File: config.mk
export PLATFORM = sky130hd
export DESIGN_NAME = canonical_kmer_extractor_core
export DESIGN_NICKNAME = d
export VERILOG_FILES = /design/src/ckx_pkg.sv /design/src/ckx_cell.sv /design/src/ckx_obuf.sv /design/src/canonical_kmer_extractor_core.sv
export SDC_FILE = /design/constraint.sdc
export NUM_CORES = 1
export LEC_CHECK = 0
export ABC_CLOCK_PERIOD_IN_PS = 8900
export BUFFER_PORTS_ARGS = -buffer_cell sky130_fd_sc_hd__buf_2
export CORE_AREA = 3 3 202 204
export DETAILED_ROUTE_END_ITERATION = 10
export DIE_AREA = 0 0 205 207
export HOLD_SLACK_MARGIN = 0.03
export SLEW_MARGIN = 20
export SYNTH_ARGS = -nofsm -noshare
export SYNTH_HDL_FRONTEND = slang
export SYNTH_SLANG_ARGS = --single-unit
File: constraint.sdc
create_clock -name clk -period 8.9 [get_ports clk]
set_input_delay 1.335 -clock clk [delete_from_list [all_inputs] [get_ports clk]]
set_output_delay 1.335 -clock clk [all_outputs]
set_load 0.02 [all_outputs]
File: src/ckx_pkg.sv
// ----------------------------------------------------------------------------
// ckx_pkg
// Shared types, constants and base coding for the canonical k-mer extractor.
// ----------------------------------------------------------------------------
package ckx_pkg;

    localparam int        MAX_K_DEF  = 31;
    localparam logic [4:0] KLEN_RESET = 5'd22;
    localparam int        CNT_W      = 5;
    localparam logic [CNT_W-1:0] CNT_SAT = 5'd31;

    localparam int MER_W   = 62;
    localparam int DATA_W  = 64;

    // 2-bit base codes
    localparam logic [1:0] CODE_A = 2'd0;
    localparam logic [1:0] CODE_C = 2'd1;
    localparam logic [1:0] CODE_G = 2'd2;
    localparam logic [1:0] CODE_T = 2'd3;

    // Broadcast control for one update of the cell row
    typedef struct packed {
        logic       first;   // clear the row before this base
        logic [1:0] code;    // forward code of the incoming base
        logic [4:0] km1;     // effective k minus one
    } ckx_ctl_t;

    // {bad, code}; anything but ACGT/acgt codes as A and sets bad
    function automatic logic [2:0] base_code(input logic [7:0] ch);
        logic [2:0] r;
        begin
            case (ch)
                8'h41, 8'h61: r = {1'b0, CODE_A};
                8'h43, 8'h63: r = {1'b0, CODE_C};
                8'h47, 8'h67: r = {1'b0, CODE_G};
                8'h54, 8'h74: r = {1'b0, CODE_T};
                default:      r = {1'b1, CODE_A};
            endcase
            return r;
        end
    endfunction

endpackage

File: src/ckx_cell.sv
// ----------------------------------------------------------------------------
// ckx_cell
// One base position of the forward and reverse-complement windows.
// ----------------------------------------------------------------------------
module ckx_cell
    import ckx_pkg::*;
#(
    parameter int IDX = 0
)
(
    input  logic       clk,
    input  logic       rst_n,
    input  logic       en,
    input  ckx_ctl_t   ctl,
    input  logic [1:0] fwd_in,    // forward base of position IDX-1
    input  logic [1:0] rev_in,    // reverse base of position IDX+1
    output logic [1:0] fwd_reg,
    output logic [1:0] rev_reg,
    output logic [1:0] fwd_next,
    output logic [1:0] rev_next
);

    localparam logic [4:0] POS = 5'(IDX);

    always_comb
    begin
        // forward shifts up from position 0; positions past k-1 read zero
        if (POS == 5'd0)
            fwd_next = ctl.code;
        else if (POS <= ctl.km1 && !ctl.first)
            fwd_next = fwd_in;
        else
            fwd_next = 2'b00;

        // reverse complement enters at position k-1 and shifts down
        if (POS == ctl.km1)
            rev_next = ~ctl.code;
        else if (POS < ctl.km1 && !ctl.first)
            rev_next = rev_in;
        else
            rev_next = 2'b00;
    end

    always_ff @(posedge clk or negedge rst_n)
    begin
        if (!rst_n)
        begin
            fwd_reg <= 2'b00;
            rev_reg <= 2'b00;
        end
        else if (en)
        begin
            fwd_reg <= fwd_next;
            rev_reg <= rev_next;
        end
    end

endmodule

File: src/ckx_obuf.sv
// ----------------------------------------------------------------------------
// ckx_obuf
// Two-entry output buffer: output register plus skid register.
// ----------------------------------------------------------------------------
module ckx_obuf
    import ckx_pkg::*;
(
    input  logic              clk,
    input  logic              rst_n,
    input  logic              in_valid,
    output logic              in_ready,
    input  logic [DATA_W+1:0] in_data,
    output logic              out_valid,
    input  logic              out_ready,
    output logic [DATA_W+1:0] out_data
);

    logic              out_valid_reg, out_valid_next;
    logic [DATA_W+1:0] out_data_reg, out_data_next;
    logic              skid_valid_reg, skid_valid_next;
    logic [DATA_W+1:0] skid_data_reg, skid_data_next;

    assign in_ready  = !skid_valid_reg;
    assign out_valid = out_valid_reg;
    assign out_data  = out_data_reg;

    always_comb
    begin
        out_valid_next  = out_valid_reg;
        out_data_next   = out_data_reg;
        skid_valid_next = skid_valid_reg;
        skid_data_next  = skid_data_reg;
        if (out_ready || !out_valid_reg)
        begin
            if (skid_valid_reg)
            begin
                out_valid_next  = 1'b1;
                out_data_next   = skid_data_reg;
                skid_valid_next = 1'b0;
            end
            else
            begin
                out_valid_next = in_valid;
                out_data_next  = in_data;
            end
        end
        else if (in_valid && in_ready)
        begin
            skid_valid_next = 1'b1;
            skid_data_next  = in_data;
        end
    end

    always_ff @(posedge clk or negedge rst_n)
    begin
        if (!rst_n)
        begin
            out_valid_reg  <= 1'b0;
            skid_valid_reg <= 1'b0;
        end
        else
        begin
            out_valid_reg  <= out_valid_next;
            skid_valid_reg <= skid_valid_next;
        end
    end

    always_ff @(posedge clk)
    begin
        out_data_reg  <= out_data_next;
        skid_data_reg <= skid_data_next;
    end

endmodule

File: src/canonical_kmer_extractor_core.sv
// The k-mer of an accepted base is registered into the output register, or
//   into the skid register while the result side stalls.
// Throughput: one base per cycle while s_tready is high; the window row, fill
//   count and the 62-bit window compare all update in the accept cycle.
// s_tready drops only when both output buffer entries are occupied.
// Reset (rst_n low, async): windows, fill count and buffer cleared, k-mer length returns to 22.
// ----------------------------------------------------------------------------
// canonical_kmer_extractor_core
// Rolling 2-bit forward / reverse-complement windows kept in a row of
// per-base cells; emits the canonical (smaller) window once k bases of the
// current sequence have been taken in.
// ----------------------------------------------------------------------------
module canonical_kmer_extractor_core
    import ckx_pkg::*;
#(
    parameter int MAX_K = MAX_K_DEF
)
(
    input  logic              clk,
    input  logic              rst_n,
    // config: k-mer length
    input  logic              cfg_we,
    input  logic [4:0]        cfg_wdata,
    // input items
    input  logic              s_tvalid,
    output logic              s_tready,
    input  logic [7:0]        s_tdata,   // [7:0] base_char
    input  logic [0:0]        s_tuser,   // [0] first
    // result items
    output logic              m_tvalid,
    input  logic              m_tready,
    output logic [DATA_W-1:0] m_tdata,   // [61:0] canonical_mer, [63:62] zero
    output logic [1:0]        m_tuser    // [0] from_reverse, [1] bad_base
);

    localparam int WIN_W = 2 * MAX_K;

    // Config register
    logic [4:0] klen_reg;

    always_ff @(posedge clk or negedge rst_n)
    begin
        if (!rst_n)
            klen_reg <= KLEN_RESET;
        else if (cfg_we)
            klen_reg <= cfg_wdata;
    end

    // Effective k: zero means one, clamp to the row length
    logic [4:0] k_eff;

    always_comb
    begin
        if (klen_reg == 5'd0)
            k_eff = 5'd1;
        else if (klen_reg > 5'(MAX_K))
            k_eff = 5'(MAX_K);
        else
            k_eff = klen_reg;
    end

    // Input decode and accept
    logic       accept;
    logic [2:0] dec;
    ckx_ctl_t   ctl;

    assign accept   = s_tvalid && s_tready;
    assign dec      = base_code(s_tdata);
    assign ctl.first = s_tuser[0];
    assign ctl.code  = dec[1:0];
    assign ctl.km1   = k_eff - 5'd1;

    // Cell row: forward data moves up, reverse data moves down
    logic [WIN_W-1:0] fwd_vec, rev_vec, fwd_nvec, rev_nvec;

    genvar g;
    generate
        for (g = 0; g < MAX_K; g++)
        begin : g_cell
            logic [1:0] f_in, r_in;
            if (g == 0)
            begin : g_lo
                assign f_in = ctl.code;
            end
            else
            begin : g_mid
                assign f_in = fwd_vec[2*(g-1) +: 2];
            end
            if (g == MAX_K - 1)
            begin : g_hi
                assign r_in = 2'b00;
            end
            else
            begin : g_nhi
                assign r_in = rev_vec[2*(g+1) +: 2];
            end

            ckx_cell #(.IDX(g)) u_cell (
                .clk      (clk),
                .rst_n    (rst_n),
                .en       (accept),
                .ctl      (ctl),
                .fwd_in   (f_in),
                .rev_in   (r_in),
                .fwd_reg  (fwd_vec[2*g +: 2]),
                .rev_reg  (rev_vec[2*g +: 2]),
                .fwd_next (fwd_nvec[2*g +: 2]),
                .rev_next (rev_nvec[2*g +: 2])
            );
        end
    endgenerate

    // Fill count, saturating; restarts on first
    logic [CNT_W-1:0] fill_reg, fill_base, fill_next;

    assign fill_base = ctl.first ? '0 : fill_reg;
    assign fill_next = (fill_base == CNT_SAT) ? fill_base : fill_base + 5'd1;

    always_ff @(posedge clk or negedge rst_n)
    begin
        if (!rst_n)
            fill_reg <= '0;
        else if (accept)
            fill_reg <= fill_next;
    end

    // Canonical pick on the updated windows; a tie goes to reverse
    logic             emit, pick_fwd;
    logic [MER_W-1:0] mer;

    assign emit     = fill_next >= k_eff;
    assign pick_fwd = fwd_nvec < rev_nvec;
    assign mer      = MER_W'(pick_fwd ? fwd_nvec : rev_nvec);

    // Output buffer: {bad_base, from_reverse, pad, canonical_mer}
    logic [DATA_W+1:0] ob_in, ob_out;
    logic              ob_ready;

    assign ob_in = {dec[2], !pick_fwd, 2'b00, mer};

    ckx_obuf u_obuf (
        .clk       (clk),
        .rst_n     (rst_n),
        .in_valid  (accept && emit),
        .in_ready  (ob_ready),
        .in_data   (ob_in),
        .out_valid (m_tvalid),
        .out_ready (m_tready),
        .out_data  (ob_out)
    );

    assign s_tready = ob_ready;
    assign m_tdata  = ob_out[DATA_W-1:0];
    assign m_tuser  = ob_out[DATA_W+1:DATA_W];

endmodule

==> impl_metrics.ini <==
[sta]
drv_slew = 0
slew_headroom_pct = 23.97
fin_tns_setup_ps = 0
setup_viol = 0
whs_ps = 478.2
worst_pin_slew_ps = 1129
rsz0062_at_grt = no
period_minus_slack_ps = 7300
skew_ps = 10.93
hold_violations = 0
finalWorstSetupSlack_ps = 1600
period_share_pct = 82.02
max_freq_ghz = 0.1370

[routing]
drt_wl_total_mm = 36.69
wl_per_cell_um = 18.90
drt-initial-drc-count = 722
drc = 0
drtPass1Iterations = 6
highest_layer = met4
met3WireLength_mm = 2.477
met1_length_mm = 16.37
vias = 10228
wl_met2_mm = 16.91
postRouteAntennaNets = 0
vias_per_cell = 5.269

[logic_synthesis]
seq_area_frac_synth_pct = 52.54
synth_simple_gate_area_share_pct = 13.02
synth_compound_area_share_pct = 13.43
synthMuxAreaShare_pct = 10.03
synth-seq-cells = 260
syn_area_um2 = 13610
postSynthAreaPerCell_um2 = 10.29
synth_edf_count = 128
synth_top_family_by_area = compound AO/OA/AOI/OAI gates
synth_xor_area_share_pct = 0.3218
ys_types = 57
synth_flop_cell = dfrtp_1
synthArstFlopShare_pct = 50.77
netlist_instances = 1323
yosys_warnings = 0
synthAdderAreaFrac_pct = 6.527

[setup_path]
worstPathRequired_ps = 9200
cpMaxStageDelayCell = dfstp_2
worst_setup_path_start_kind = flop
cp_top_family = simple AND/OR/NAND/NOR gates
cp-end-kind = flop
cp.arrival_ps = 7600
critical_path_class = reg -> reg
crit_buf_inv = 3
max_stage_delay_ps = 710
cp_max_fo = 23
cp_cell_sequence = nor4_1, nor2_1, ha_1, nor3b_2, xnor2_2, buf_4, nand2_1, a21oi_1, a31oi_1, ha_1, nand4_1, nor4_1, nand2_1, a2111oi_0, a2111o_1, o31ai_4, buf_4, inv_2, mux2_1, mux2_2

[clock_tree]
ctsHoldBuffers = 0
cts_buffers = 30
cts_tree = yes
clk_latency_ps = 550
htree_num_levels = 1
cts.sinks = 260
cts_setup_buffers = 0
clock_path_buffers = 3
cts_repair_resize_count = 0
cts_root_buf = clkbuf_16
clkTransAtPathRegs_ps = 60

[layout]
finish.utilization_pct = 39.62
area_growth_pct = 14.86
fin_area_um2 = 15630
diodes = 0
finalNonFillerCells = 1941
nNetsFinal = 1482
drive_gt1_share_pct = 16.53

[placement]
port_buffers = 83
placed_cell_area_um2 = 14610
place_ws_ps = 1744
hpwl_mm = 25.66
gp_congestion = 0.8785
dp_cells = 1885

[global_route]
grt_max_degree = 105
grt_use_total_pct = 17.02
grt_pass1_vias = 10075
grt_overflow = 0
grt_pass1_wl_mm = 57.67
antenna_found_initial = 0

[die]
io_pins = 87
die_w_um = 205
rows = 73
start_util_pct = 34.49
fp.dieH_um = 207
dieArea_um2 = 42440
design.core.area_um2 = 39460

[power]
p_leak_nw = 7.302
ir_drop_mv = 0.1278
power.density_nw_per_um2 = 206.4
finalPower_mw = 3.226

[outcome]
outcome = finished, final reports clean

[min_path]
hold_path.class = reg -> reg

[run]
cap_violations = 0
path summary, 6_finish.rpt:
path,from,to,slack (ps),depth (start not counted)
max reg2reg,klen_reg[2]$_DFFE_PN1P_,u_obuf.out_data[1]$_DFFE_PN_,1600,20
max,klen_reg[2]$_DFFE_PN1P_,u_obuf.out_data[1]$_DFFE_PN_,1600,20
min reg2reg,g_cell[6].u_cell.rev_reg[0]$_DFFE_PN0P_,g_cell[6].u_cell.rev_reg[0]$_DFFE_PN0P_,480,2
min,g_cell[6].u_cell.rev_reg[0]$_DFFE_PN0P_,g_cell[6].u_cell.rev_reg[0]$_DFFE_PN0P_,480,2
min in group asynchronous,rst_n,g_cell[5].u_cell.fwd_reg[0]$_DFFE_PN0P_,660,1
max in group asynchronous,rst_n,g_cell[25].u_cell.fwd_reg[0]$_DFFE_PN0P_,6450,3
per-layer routing:
layer / vias to the layer above / track usage (%)
met5: - / 0
met4: 0 / 4.360
met3: 70 / 3.567
met2: 298 / 27.80
met1: 4954 / 23.11
li1: 4906 / -
power breakdown:
part,total (mW),switching [mW],leakage [nW],internal [mW]
logic,0.585,0.409,3.74,0.177
registers,1.37,0.0321,3.06,1.34
clock network,1.27,0.508,0.500,0.760
worst reg2reg max path: cells and delay by family (launching register included):
family | cells | cell delay [ps]
adders and majority gates | 2 | 850
xor gates and xnor gates | 1 | 140
AOI/OAI and AO/OA | 5 | 1650
DFF | 1 | 710
muxes | 2 | 710
and+or+nand+nor | 7 | 1880
buffers and inverters | 3 | 1110
cells in the mapped netlist, drive strengths merged, types with 22 or more instances:
cell type	number	area share (%)
nand3	22	0.81
clkbuf	50	1.4
nand2	224	6.2
edfxtp	128	28
ha	71	6.5
mux2i	61	4.5
nor2	70	1.9
a21oi	51	1.9
nor3	24	0.88
dfrtp	129	24
o21ai	160	5.9
a31oi	27	1.2
inv	73	2.0
mux2	67	5.5
area by class of cell:
type / instances / area [um2]
Tap cell: 525 / 656.9
Fill cell: 3891 / 23830
Inverter: 74 / 277.8
Sequential cell: 260 / 7151
Clock buffer: 40 / 850.8
Timing Repair Buffer: 102 / 560.5
Clock inverter: 16 / 173.9
Multi-Input combinational cell: 924 / 5962
cells by family after synthesis:
group / Yosys count
buf+inv: 140
mux: 128
flops: 260
xor+xnor: 5
compound gates: 314
other cells: 1
simple gates: 404
fa+ha+maj: 71
layout by cell type, fill, tap and decap left out, drive strengths merged, types with 3 or more instances in the layout:
master  instances
mux2           67
nand4          17
ha             71
bufinv          3
buf           102
o21a            3
a21o           11
nand3          22
o21ai         160
dfstp           3
clkbuf         40
dfrtp         129
o211ai          5
a21oi          51
nor2           70
and3            4
a31oi          27
mux2i          61
nor3b          10
nor2b           6
edfxtp        128
a211oi          9
o21bai          5
nand2         224
nor3           24
inv            75
a22oi          17
nand2b          9
nor4            7
a32oi           8
a22o            5
xnor2           3
clkinv         11
Note: power is estimated with default switching activity, not from simulation.
